`src/sv/f2pcm_pkg.sv`:
```
`default_nettype none

package f2pcm_pkg;

    localparam int NUM_STAGES = 5;

    typedef enum logic [1:0] {
        W16   = 2'd0,
        W24   = 2'd1,
        W32   = 2'd2,
        WNONE = 2'd3
    } t_width;

    localparam logic [22:0] K16 = 23'd32767;
    localparam logic [22:0] K24 = 23'd8388607;
    localparam logic [22:0] K32 = 23'd1;

    localparam logic [7:0]  EXP_ONE  = 8'd127;
    localparam logic [7:0]  EXP_MAX  = 8'd255;
    localparam logic [9:0]  EXP_BIAS = 10'd150;
    localparam logic [31:0] POS_MAX  = 32'h7fff_ffff;

    typedef struct packed {
        logic [31:0] sample_float;
        logic        last_sample;
    } t_in_item;

    typedef struct packed {
        logic signed [31:0] pcm_value;
        logic               last_out;
    } t_out_item;

endpackage

`default_nettype wire

```
`src/sv/float_to_pcm_convert_core.sv`:
```
// channel   direction  handshake                    payload
// cfg       in         i_cfg_wr_en                  i_cfg_wr_data (width code)
// in        in         i_in_valid / o_in_ready      i_in_data (t_in_item)
// out       out        o_out_valid / i_out_ready    o_out_data (t_out_item)
//
// five register stages: clamp, multiply, float round, shift, integer round
// one item per cycle while the output is not stalled
// a stall at the output holds each full stage whose later stages are all full; empty stages still fill
// synchronous active low reset clears the valid bits and sets the width code to 16 bits
`default_nettype none

module float_to_pcm_convert_core (
    input  logic                 i_clk,
    input  logic                 i_rst_n,
    input  logic                 i_cfg_wr_en,
    input  logic [1:0]           i_cfg_wr_data,
    input  logic                 i_in_valid,
    output logic                 o_in_ready,
    input  f2pcm_pkg::t_in_item  i_in_data,
    output logic                 o_out_valid,
    input  logic                 i_out_ready,
    output f2pcm_pkg::t_out_item o_out_data
);
    import f2pcm_pkg::*;

    t_width                r_cfg;
    logic [NUM_STAGES-1:0] r_vld;
    logic [NUM_STAGES:0]   w_rdy;

    // stage 1
    logic        r_s1_sign, n_s1_sign;
    logic [23:0] r_s1_man, n_s1_man;
    logic [7:0]  r_s1_exp, n_s1_exp;
    logic        r_s1_zero, n_s1_zero;
    t_width      r_s1_wc;
    logic        r_s1_last;
    // stage 2
    logic        r_s2_sign, r_s2_zero, r_s2_last;
    logic [7:0]  r_s2_exp;
    t_width      r_s2_wc;
    logic [46:0] r_s2_prod, n_s2_prod;
    logic [22:0] w_k;
    // stage 3
    logic        r_s3_sign, r_s3_null, r_s3_last;
    logic [24:0] r_s3_sig, n_s3_sig;
    logic signed [9:0] r_s3_exp, n_s3_exp;
    logic [23:0] w_kept;
    logic        w_g3, w_st3;
    logic [5:0]  w_adj;
    // stage 4
    logic        r_s4_sign, r_s4_null, r_s4_last;
    logic [31:0] r_s4_q, n_s4_q;
    logic        r_s4_inc, n_s4_inc;
    logic [9:0]  w_sh;
    logic [56:0] w_ext;
    // stage 5
    t_out_item   r_s5, n_s5;
    logic [32:0] w_mag;

    always_ff @(posedge i_clk) begin
        if (!i_rst_n) begin
            r_cfg <= W16;
        end else if (i_cfg_wr_en) begin
            r_cfg <= t_width'(i_cfg_wr_data);
        end
    end

    always_comb begin
        w_rdy[NUM_STAGES] = i_out_ready;
        for (int i = NUM_STAGES - 1; i >= 0; i--) begin
            w_rdy[i] = !r_vld[i] || w_rdy[i+1];
        end
    end

    always_ff @(posedge i_clk) begin
        if (!i_rst_n) begin
            r_vld <= '0;
        end else begin
            if (w_rdy[0]) begin
                r_vld[0] <= i_in_valid;
            end
            for (int i = 1; i < NUM_STAGES; i++) begin
                if (w_rdy[i]) begin
                    r_vld[i] <= r_vld[i-1];
                end
            end
        end
    end

    // clamp
    always_comb begin
        logic [7:0]  e;
        logic [22:0] f;
        e = i_in_data.sample_float[30:23];
        f = i_in_data.sample_float[22:0];
        n_s1_sign = i_in_data.sample_float[31];
        n_s1_man  = {1'b1, f};
        n_s1_exp  = e;
        n_s1_zero = (e == 8'd0);
        if (e == EXP_MAX && f != 23'd0) begin
            n_s1_sign = 1'b0;
            n_s1_man  = 24'h80_0000;
            n_s1_exp  = EXP_ONE;
        end else if (e > EXP_ONE || (e == EXP_ONE && f != 23'd0)) begin
            n_s1_man  = 24'h80_0000;
            n_s1_exp  = EXP_ONE;
        end
    end

    always_ff @(posedge i_clk) begin
        if (w_rdy[0]) begin
            r_s1_sign <= n_s1_sign;
            r_s1_man  <= n_s1_man;
            r_s1_exp  <= n_s1_exp;
            r_s1_zero <= n_s1_zero;
            r_s1_wc   <= r_cfg;
            r_s1_last <= i_in_data.last_sample;
        end
    end

    // multiply by full scale
    always_comb begin
        unique case (r_s1_wc)
            W16:     w_k = K16;
            W24:     w_k = K24;
            default: w_k = K32;
        endcase
        n_s2_prod = 47'(r_s1_man) * 47'(w_k);
    end

    always_ff @(posedge i_clk) begin
        if (w_rdy[1]) begin
            r_s2_prod <= n_s2_prod;
            r_s2_sign <= r_s1_sign;
            r_s2_exp  <= r_s1_exp;
            r_s2_zero <= r_s1_zero;
            r_s2_wc   <= r_s1_wc;
            r_s2_last <= r_s1_last;
        end
    end

    // round product to 24 significant bits
    always_comb begin
        unique case (r_s2_wc)
            W16: begin
                if (r_s2_prod[38]) begin
                    w_kept = r_s2_prod[38:15];
                    w_g3   = r_s2_prod[14];
                    w_st3  = |r_s2_prod[13:0];
                    w_adj  = 6'd15;
                end else begin
                    w_kept = r_s2_prod[37:14];
                    w_g3   = r_s2_prod[13];
                    w_st3  = |r_s2_prod[12:0];
                    w_adj  = 6'd14;
                end
            end
            W24: begin
                if (r_s2_prod[46]) begin
                    w_kept = r_s2_prod[46:23];
                    w_g3   = r_s2_prod[22];
                    w_st3  = |r_s2_prod[21:0];
                    w_adj  = 6'd23;
                end else begin
                    w_kept = r_s2_prod[45:22];
                    w_g3   = r_s2_prod[21];
                    w_st3  = |r_s2_prod[20:0];
                    w_adj  = 6'd22;
                end
            end
            default: begin
                w_kept = r_s2_prod[23:0];
                w_g3   = 1'b0;
                w_st3  = 1'b0;
                w_adj  = 6'd31;
            end
        endcase
        n_s3_sig = {1'b0, w_kept} + 25'(w_g3 && (w_st3 || w_kept[0]));
        n_s3_exp = $signed({2'b00, r_s2_exp}) + $signed({4'b0000, w_adj})
                   - $signed(EXP_BIAS);
    end

    always_ff @(posedge i_clk) begin
        if (w_rdy[2]) begin
            r_s3_sig  <= n_s3_sig;
            r_s3_exp  <= n_s3_exp;
            r_s3_sign <= r_s2_sign;
            r_s3_null <= r_s2_zero || (r_s2_wc == WNONE);
            r_s3_last <= r_s2_last;
        end
    end

    // align to integer
    always_comb begin
        w_sh  = 10'(-r_s3_exp);
        w_ext = {r_s3_sig, 32'd0} >> w_sh[4:0];
        if (!r_s3_exp[9]) begin
            n_s4_q   = 32'(r_s3_sig) << r_s3_exp[3:0];
            n_s4_inc = 1'b0;
        end else if (w_sh > 10'd31) begin
            n_s4_q   = 32'd0;
            n_s4_inc = 1'b0;
        end else begin
            n_s4_q   = {7'd0, w_ext[56:32]};
            n_s4_inc = w_ext[31] && ((|w_ext[30:0]) || w_ext[32]);
        end
    end

    always_ff @(posedge i_clk) begin
        if (w_rdy[3]) begin
            r_s4_q    <= n_s4_q;
            r_s4_inc  <= n_s4_inc;
            r_s4_sign <= r_s3_sign;
            r_s4_null <= r_s3_null;
            r_s4_last <= r_s3_last;
        end
    end

    // round half to even, sign, saturate positive values; null items give zero
    always_comb begin
        w_mag = {1'b0, r_s4_q} + 33'(r_s4_inc);
        n_s5.last_out = r_s4_last;
        if (r_s4_null) begin
            n_s5.pcm_value = '0;
        end else if (!r_s4_sign) begin
            n_s5.pcm_value = (w_mag[32:31] != 2'b00) ? POS_MAX : w_mag[31:0];
        end else begin
            n_s5.pcm_value = -w_mag[31:0];
        end
    end

    always_ff @(posedge i_clk) begin
        if (w_rdy[4]) begin
            r_s5 <= n_s5;
        end
    end

    assign o_in_ready  = w_rdy[0];
    assign o_out_valid = r_vld[NUM_STAGES-1];
    assign o_out_data  = r_s5;

endmodule

`default_nettype wire

```
`config.mk`:
```
export PLATFORM = sky130hd
export DESIGN_NAME = float_to_pcm_convert_core
export DESIGN_NICKNAME = d
export VERILOG_FILES = /design/src/sv/f2pcm_pkg.sv /design/src/sv/float_to_pcm_convert_core.sv
export SDC_FILE = /design/constraint.sdc
export NUM_CORES = 1
export LEC_CHECK = 0
export BUFFER_PORTS_ARGS = -buffer_cell sky130_fd_sc_hd__buf_4
export CORE_ASPECT_RATIO = 0.7
export CORE_UTILIZATION = 53
export DETAILED_ROUTE_END_ITERATION = 10
export PLACE_DENSITY = 0.69
export SETUP_SLACK_MARGIN = 0.05
export SLEW_MARGIN = 0
export SYNTH_ARGS = -nofsm -noshare
export SYNTH_HDL_FRONTEND = slang
export SYNTH_SLANG_ARGS = --single-unit
```
`constraint.sdc`:
```
create_clock -name i_clk -period 19.5 [get_ports i_clk]
set_clock_uncertainty 0.05 [all_clocks]
set_input_delay 1.95 -clock i_clk [delete_from_list [all_inputs] [get_ports i_clk]]
set_output_delay 1.95 -clock i_clk [all_outputs]
set_load 0.005 [all_outputs]
```
### After elaboration in Yosys (flattened, before gate mapping)

Cells that the tools add are included.

| storage, ports and cells | value |
|---|---|
| output and inout port bits | 35 |
| input bits | 40 |
| bits in latches | 0 |
| memories kept | 0 |
| bits in writable memories | 0 |
| bits in read-only memories | 0 |
| bits in registers | 211 |
| logic and storage cells | 95 |

| operators by class | value |
|---|---|
| equal/unequal tests | 5 |
| shifts and indexed selects | 2 |
| bitwise operators | 1 |
| divide/modulo/power cells | 0 |
| $add $sub $neg | 6 |
| $mul | 1 |
| reduce and logical (&&, ||, !) cells | 30 |
| order comparisons | 2 |
| multiplexer cells | 17 |

Operators with widths:

| cell | number |
|---|---|
| two-way mux 32 bit | 3 |
| right shift 57 x 5 -> 57 bit | 1 |
| two-way mux 24 bit | 2 |
| case mux 24 bit (2 select lines) | 1 |
| multiplier 24 x 23 -> 47 bit | 1 |
| case mux 23 bit (2 select lines) | 1 |
| adder 32 x 1 -> 33 bit | 1 |
| negation 32 bit | 1 |
| << shifter 25 x 4 -> 32 bit | 1 |
| OR reduction 31 bit | 1 |
| adder 24 x 1 -> 25 bit | 1 |
| two-way mux 25 bit | 1 |
| nonzero test 23 bit | 1 |
| OR reduction 22 bit | 1 |
| OR reduction 21 bit | 1 |
| OR reduction 14 bit | 1 |
| OR reduction 13 bit | 1 |
| case mux 6 bit (2 select lines) | 1 |
| greater-than comparator 10 x 5 -> 1 bit, second input constant | 1 |
| negation 10 bit | 1 |
| subtractor 9 x 8 -> 10 bit, second input constant | 1 |
| adder 8 x 6 -> 9 bit | 1 |
| logical OR 1 bit | 9 |
| equality test 8 x 7 -> 1 bit, second input constant | 1 |
| other kinds (13) | 29 |

### Longest topological paths before layout

Gate-level depths: netlist (run 1).

| logic depth | value |
|---|---|
| word-level depth | 6 |
| mapped depth | 32 |
| gate-level depth less buffers | 29 |

### Least setup slack after synthesis (run 1)

OpenSTA, ideal clock, no wires.

| timing path | value |
|---|---|
| path kind | register -> register |
| from | register r_s1_wc[1] |
| to | register r_s2_prod[45], data pin |
| data arrival time | 7,566 ps |
| buffers on the path | 3 |
| library setup time | 263 ps |
| required time | 19,187 ps |
| setup slack | 11,621 ps |
| cell stages (with the launch flop) | 28 |
| clock period less this slack | 7,879 ps |
| cells stage by stage | edfxtp_1 clkbuf_1 clkinv_1 clkbuf_1 nand2_1 inv_1 fa_1 inv_1 fa_1 fa_1 inv_1 fa_1 fa_1 fa_1 inv_1 fa_1 inv_1 ha_1 clkbuf_1 a21oi_1 o21ai_0 a211oi_1 o211ai_1 a31o_2 a2111oi_0 nor2_1 a311oi_1 xnor2_1 |

| on the way | value |
|---|---|
| cells in the longest elaborated chain, start to end | 3 |

Ends and longest elaborated chain:

| element | line | text |
|---|---|---|
| from (decl) | float_to_pcm_convert_core.sv:35 | `t_width r_s1_wc;` |
| from (signal assigned) | float_to_pcm_convert_core.sv:116 | `r_s1_wc <= r_cfg;` |
| equality test 2 x 1 -> 1 bit or logical NOT 2 bit (tied branches) | float_to_pcm_convert_core.sv:123 | `unique case (r_s1_wc)` |
| case mux 23 bit (2 select lines) * | float_to_pcm_convert_core.sv:123 |  |
| multiplier 24 x 23 -> 47 bit * | float_to_pcm_convert_core.sv:128 | `n_s2_prod = 47'(r_s1_man) * 47'(w_k);` |
| named net n_s2_prod[45] | float_to_pcm_convert_core.sv:41 | `logic [46:0] r_s2_prod, n_s2_prod;` |
| to (signal assigned) | float_to_pcm_convert_core.sv:133 | `r_s2_prod <= n_s2_prod;` |
| to (decl) | float_to_pcm_convert_core.sv:41 |  |

Mark *: on every way through the listed nets, which the timed path passes. The rest lies on a longest branch.
A chain may end at the register's enable or synchronous reset.

### Worst setup path after layout (run 1)

| timing path | value |
|---|---|
| from | register r_s1_wc[1] |
| to | register r_s2_prod[46], data pin |

Same word-level chain as after synthesis.

==> results.txt, run 1 <==
----------------------------------------------------
[Status]
  Result of the run ... complete, no violations

[Route]
  Total vias in the final route ... 19.1k
  Wirelength, routed ... 72,300 µm
  Number of iterations in the first detailed-routing pass ... 6
  Iteration-0 DRC count of the detailed router ... 2,141
  Ratio of routed vias to standard cells ... 5.79
  DRC Markers ... 0
  Routed length per instance ... 21.9 µm
  Antenna viol nets, final ... 0

[Timing]
  Final hold viol count ... 0
  RSZ-0062 raised after global routing ... false
  Fin crit period ... 9730 ps
  Final worst path period share ... 49.9%
  FMAX ... 103 MHz
  Slew Limit Headroom ... 2.31%
  Worst slew pin tran ... 1450 ps
  Number of pins with negative max-slew slack in the final report ... 0
  Total Neg Setup Slack ... 0 ps
  Setup Viol. Count Final ... 0

[Synthesis]
  Combined area of all synthesized cells ... 26,400 µm²
  Top cell type by total area after synthesis ... fa_1
  Fraction of post-synthesis cell area in the top cell type by area ... 27.5%
  Count of unique library cells instantiated by Yosys ... 93
  Post-Synthesis Mean Instance Area ... 10.2 µm²
  Ys Warns ... 0
  Share of flip-flops with an asynchronous set or reset ... 0%
  Count of flip-flops with a built-in enable after synthesis ... 203
  Top post-synthesis cells by area ... fa_1 (27%), edfxtp_1 (23%), ha_1 (8.4%)
  Mapped Cells ... 2,581
  Seq cells post-synth ... 210
  Most used flip-flop cell after synthesis ... edfxtp_1
  Total nets after synthesis ... 3,161
  Seq/Total Area, Yosys ... 23.6%

[Clocking]
  Clock insertion delay at the later pin of the skew report ... 550 ps
  Number of H-tree levels ... 1
  CTS tree ... built
  Gates resized, CTS repair ... 0
  Clk buf depth ... 3
  Clock slew seen by the registers of the worst setup and hold paths ... 60 ps
  Clock Root Buffer ... clkbuf_16
  Clock buffers created by TritonCTS ... 25
  Hold bufs inserted after CTS ... 0
  Count of clock tree sinks ... 210
  Post CTS Setup Buffer Count ... 0

[Job]
  Reported max-cap violation count ... 0

[Floorplan]
  Width of the die ... 269 µm
  Vert. Die Dim ... 189 µm
  I/O pins ... 75
  # rows ... 68
  Total Die Area ... 50,700 µm²
  Initial cell density of the core ... 53.6%
  Core footprint ... 49,300 µm²

[Global routing]
  Overall routing resource usage ... 29.9%
  Vias in the first global route ... 19.3k
  Wire length of the first global-routing pass ... 114,000 µm
  Largest net degree at the start of global routing ... 68
  Sum of overflow across all layers after global routing ... 0
  Initial antenna violation count ... 2

[Final layout]
  Share of layout cells above drive strength 1 ... 8.76%
  Leading cell types in the layout, fill and taps excluded ... inv_1 (516), fa_1 (362), edfxtp_1 (203)
  Post-layout nets ... 3,198
  Antenna Diode Count ... 0
  Most common cell after layout, fill and taps aside ... inv_1
  Synthesis-to-finish area growth ... 7.68%

[Placed design]
  Input/output buffers ... 74
  Global placement routability congestion ... 0.976
  Half-perimeter wire length after detailed placement ... 61,700 µm

[Critical path]
  Biggest fanout along the worst timing path ... 29
  Data arrival time of the critical path ... 9980 ps
  Slowest cell on the critical path ... a2111oi_0
  Kind of capture point of the worst setup path ... register
  Kind of start point of the critical path ... register
  Worst Setup Path Type ... register to register
  Worst stage delay on the critical path ... 1210 ps
  Required time worst endpoint ... 19,740 ps
  Cell with the most instances on the worst path ... fa_1

[Hold path]
  Min-delay worst type ... register to register

----------------------------------------------------
## cell families after synthesis
family / share of synthesized area [%]
buffers and inverters: 8.97
AOI/OAI and AO/OA: 9.72
adders and majority gates: 35.9
and+or+nand+nor: 11.1
xor gates and xnor gates: 4.15
other: 0.0142
muxes: 6.58
DFF: 23.6
## critical path, delay by kind of cell, from the launching register on
kind / cells / cell delay [ps]
AO/OA/AOI/OAI: 8 / 2870
XOR/XNOR: 1 / 70
adder cells (fa/ha/maj): 8 / 4010
buffers and inverters: 7 / 1600
flip-flops: 1 / 320
AND/OR/NAND/NOR: 1 / 520
## Yosys cell counts (7+ instances only)
cell type,instances
o22ai_1,13
mux2i_1,114
o211a_1,8
a21oi_1,112
nor4_1,22
nand4_1,19
and3_1,51
clkbuf_1,55
mux4_2,15
fa_1,362
o21ai_0,81
a22oi_1,9
edfxtp_1,203
buf_1,7
and2_1,15
o31ai_1,10
nand2b_1,23
mux2_2,23
buf_2,13
o21a_1,11
nor2b_1,37
nand3_1,47
a211oi_1,29
or2_2,17
dfxtp_1,7
o211ai_1,14
ha_1,178
inv_1,516
a31oi_1,15
nor2_1,106
o21ai_1,11
nor3_1,35
xnor2_1,80
a21o_1,29
nand2_1,134
xor2_1,45
## per-layer routing
layer | global-route usage, % | vias up | wire [µm]
met5 | 4.15 | - | 290
met4 | 3.72 | 4 | 848
met3 | 9.46 | 49 | 8360
met1 | 48.6 | 9544 | 35200
met2 | 38.5 | 796 | 27600
li1 | - | 8723 | -
## worst paths after layout
path                                                 to  cells after the start            startpoint  slack [ps]
worst max-delay path            r_s2_prod[46]$_DFFE_PP_                     25  r_s1_wc[1]$_DFFE_PP_        9770
worst min-delay path                r_s3_last$_DFFE_PP_                      0   r_s2_last$_DFFE_PP_         370
worst max register to register  r_s2_prod[46]$_DFFE_PP_                     25  r_s1_wc[1]$_DFFE_PP_        9770
worst min register to register      r_s3_last$_DFFE_PP_                      0   r_s2_last$_DFFE_PP_         370
## through the flow
| stage | instances | hold slack [ps] | util (%) | cell area (µm²) | setup WS (ps) |
|---|---|---|---|---|---|
| after CTS | 3300 | 369 | 57.7 | 28400 | 9950 |
| final | 3301 | 366 | 57.7 | 28400 | 9770 |
| after global routing | 3301 | 374 | 57.7 | 28400 | 9250 |
| after floorplan | 2581 | 350 | - | 26400 | 11620 |
| after detailed placement | 3255 | 355 | 56.0 | 27600 | 9970 |
| after global placement | 3255 | 350 | 56.0 | 27600 | 10230 |
## flip-flops by register name, summed over array words and instances (netlist names), 2 cells and up
name / flops
r_vld: 5
r_s3_sig: 25
r_s4_q: 32
o_out_data: 33
r_s3_exp: 10
r_s1_wc: 2
r_s1_exp: 8
r_s2_prod: 47
r_s2_exp: 8
r_cfg: 2
r_s2_wc: 2
r_s1_man: 23
## area by class of cell
cell class	instances	area [µm²]
flip-flops and latches	210	6240
fillers	4194	20800
repair buffers	98	739
well taps	665	832
clock buffers	29	651
clock inverters	16	200
multi-input cells	1763	17800
inverters	520	1950
Power of run 1 is not shown: default switching activity piles up to over one toggle a cycle in this logic, so the estimate is an artifact.
==> run 2: changes to the inputs <==
clock period = 9.6 ns   (was 19.5 ns; I/O delays follow)
==> run 2 against run 1 <==
Effect of this change: core utilization about the same; routed wire length increased by 0.19%; via count increased by 1.6%; hold slack about the same; count of clock-buffer cells in the layout decreased by 3; cell count about the same; register-to-register slack got worse by 9300 ps; largest cell class unchanged; first-iteration DRC count increased by 1.2%; non-clock buffer count increased by 3; die area unchanged; global-route usage about the same; critical path depth decreased by 1.
==> results.txt, run 2 (synthesized netlist as in run 1, its figures left out) <==
----------------------------------------------------
[Timing]
  Total Neg Setup Slack ... 0 ps (unchanged)
  Setup Viol. Count Final ... 0 (unchanged)
  Final hold viol count ... 0 (unchanged)
  Worst hold slack ... 366 ps (-0.421 ps)
  RSZ-0062 raised after global routing ... false
  Fin crit period ... 9140 ps (-596 ps)
  Number of pins with negative max-slew slack in the final report ... 0 (unchanged)
  FMAX ... 109 MHz (+6.5%)
  Slew Limit Headroom ... 10.6% (+8.3 points)
  Worst slew pin tran ... 1330 ps (-123 ps)
  Final worst slack ... 463 ps (-9300 ps)
  Final worst path period share ... 95.2% (+45 points)

[Critical path]
  Worst stage delay on the critical path ... 880 ps (-330 ps)
  Data arrival time of the critical path ... 9370 ps (-610 ps)
  Biggest fanout along the worst timing path ... 11 (-62%)
  Kind of start point of the critical path ... register
  Worst Setup Path Type ... register to register
  Slowest cell on the critical path ... nor2b_1
  Kind of capture point of the worst setup path ... register
  Cell with the most instances on the worst path ... fa_1
  Worst Reg2Reg Path Length in Cells ... 24 (-4.0%)
  Required time worst endpoint ... 9830 ps (-9910 ps)
  Cell-by-cell trace of the critical path ... buf_4 -> nor2b_1 -> inv_1 -> nor2_1 -> ha_1 -> nand2b_1 -> inv_1 -> fa_1 -> fa_1 -> fa_1 -> fa_1 -> fa_1 -> fa_1 -> inv_1 -> ha_1 -> nand2_1 -> o21ai_0 -> nand2_1 -> o211ai_1 -> a2111oi_0 -> o41ai_1 -> a21oi_1 -> o21ai_0 -> xor2_1

[Clocking]
  Count of clock tree sinks ... 210 (unchanged)
  Number of H-tree levels ... 1 (unchanged)
  Clk buf depth ... 3 (unchanged)
  Clock slew seen by the registers of the worst setup and hold paths ... 70 ps (about the same)
  Clock buffers created by TritonCTS ... 24 (-4.0%)
  Hold bufs inserted after CTS ... 0 (unchanged)
  Clock Root Buffer ... clkbuf_16
  Gates resized, CTS repair ... 0 (unchanged)
  Post CTS Setup Buffer Count ... 0 (unchanged)
  CTS tree ... built
  Clock insertion delay at the later pin of the skew report ... 550 ps (about the same)

[Global routing]
  Overall routing resource usage ... 29.9% (+0.030 points)
  Largest net degree at the start of global routing ... 68 (unchanged)
  Vias in the first global route ... 19.5k (+0.69%)
  Initial antenna violation count ... 0 (-2)
  Wire length of the first global-routing pass ... 114,000 µm (+0.63%)
  Sum of overflow across all layers after global routing ... 0 (unchanged)

[Route]
  DRC Markers ... 0 (unchanged)
  Ratio of routed vias to standard cells ... 5.88 (+1.6%)
  Number of iterations in the first detailed-routing pass ... 6 (unchanged)
  Iteration-0 DRC count of the detailed router ... 2,167 (+1.2%)
  Total vias in the final route ... 19.4k (+1.6%)
  Wirelength, routed ... 72,500 µm (+0.19%)
  Antenna viol nets, final ... 0 (unchanged)
  Routed length per instance ... 21.9 µm (+0.13%)

[Final layout]
  Share of layout cells above drive strength 1 ... 8.87% (+0.11 points)
  Top register by number of flip-flops ... r_s2_prod
  Antenna Diode Count ... 0 (unchanged)
  Most common cell after layout, fill and taps aside ... inv_1
  Flip-flop count of the largest register, all copies and words added ... 47 (unchanged)
  Leading cell types in the layout, fill and taps excluded ... inv_1 (516), fa_1 (362), edfxtp_1 (203)
  Share of the core filled with cells ... 57.7% (about the same)
  Synthesis-to-finish area growth ... 7.60% (about the same)
  Post-layout nets ... 3,200 (+0.063%)

[Hold path]
  Min-delay worst type ... register to register
  Worst hold stages ... 0 (unchanged)

[Floorplan]
  Core footprint ... 49,300 µm² (unchanged)
  Total Die Area ... 50,700 µm² (unchanged)
  I/O pins ... 75 (unchanged)
  Vert. Die Dim ... 189 µm (unchanged)
  Width of the die ... 269 µm (unchanged)
  Initial cell density of the core ... 53.6% (unchanged)
  # rows ... 68 (unchanged)

[Placed design]
  Half-perimeter wire length after detailed placement ... 61,700 µm (about the same)
  Global placement routability congestion ... 1.07 (+9.2%)
  Input/output buffers ... 74 (unchanged)
  Pre-CTS setup slack ... 703 ps (-9270 ps)

[Status]
  Result of the run ... complete, no violations

[Job]
  Reported max-cap violation count ... 0 (unchanged)

----------------------------------------------------
## run 2: changes by cell type in the layout (fill, tap and decap cells not counted), sizes merged
cell | before | now
buf | 98 | 101
clkinvlp | 1 | 8
bufinv | 4 | 2
clkbuf | 29 | 26
clkinv | 10 | 7
## run 2: worst max-delay path, delay by kind of cell, from the launching register on
family | cells | cell delay (ps)
DFF | 1 | 390
AOI/OAI and AO/OA | 6 | 1780
adders and majority gates | 8 | 3710
xor gates and xnor gates | 1 | 160
and+or+nand+nor | 5 | 1890
buffers and inverters | 4 | 870
## run 2: worst paths after layout
| check | startpoint | endpoint | slack, ps |
|---|---|---|---|
| worst max-delay path | r_s1_wc[1]$_DFFE_PP_ | r_s2_prod[40]$_DFFE_PP_ | 460 |
| worst min-delay path | r_s1_sign$_SDFFCE_PP0P_ | r_s2_sign$_DFFE_PP_ | 370 |
| worst max register to register | r_s1_wc[1]$_DFFE_PP_ | r_s2_prod[40]$_DFFE_PP_ | 460 |
| worst min register to register | r_s1_sign$_SDFFCE_PP0P_ | r_s2_sign$_DFFE_PP_ | 370 |
## run 2: per-layer routing
metal	vias up	track usage, %	share of wire, %
met3	72	9.13	11
li1	8727	-	-
met4	0	4.04	1.4
met1	9775	49.6	50
met5	-	0	0
met2	857	38.0	37
## run 2: cell type report
class,instances,area [µm²]
multi-input cells,1763,17800
flip-flops and latches,210,6240
clock inverters,18,180
repair buffers,101,758
well taps,665,832
fillers,4296,20900
clock buffers,26,629
inverters,520,1950
## run 2: stage by stage
| step | cell area, µm² | cells |
|---|---|---|
| finish | 28400 | 3303 |
| global route | 28400 | 3303 |
| CTS | 28400 | 3303 |
| detailed placement | 27600 | 3259 |
| global placement | 27600 | 3259 |
| floorplan | 26400 | 2581 |
Power of run 2 is left out for the same reason.
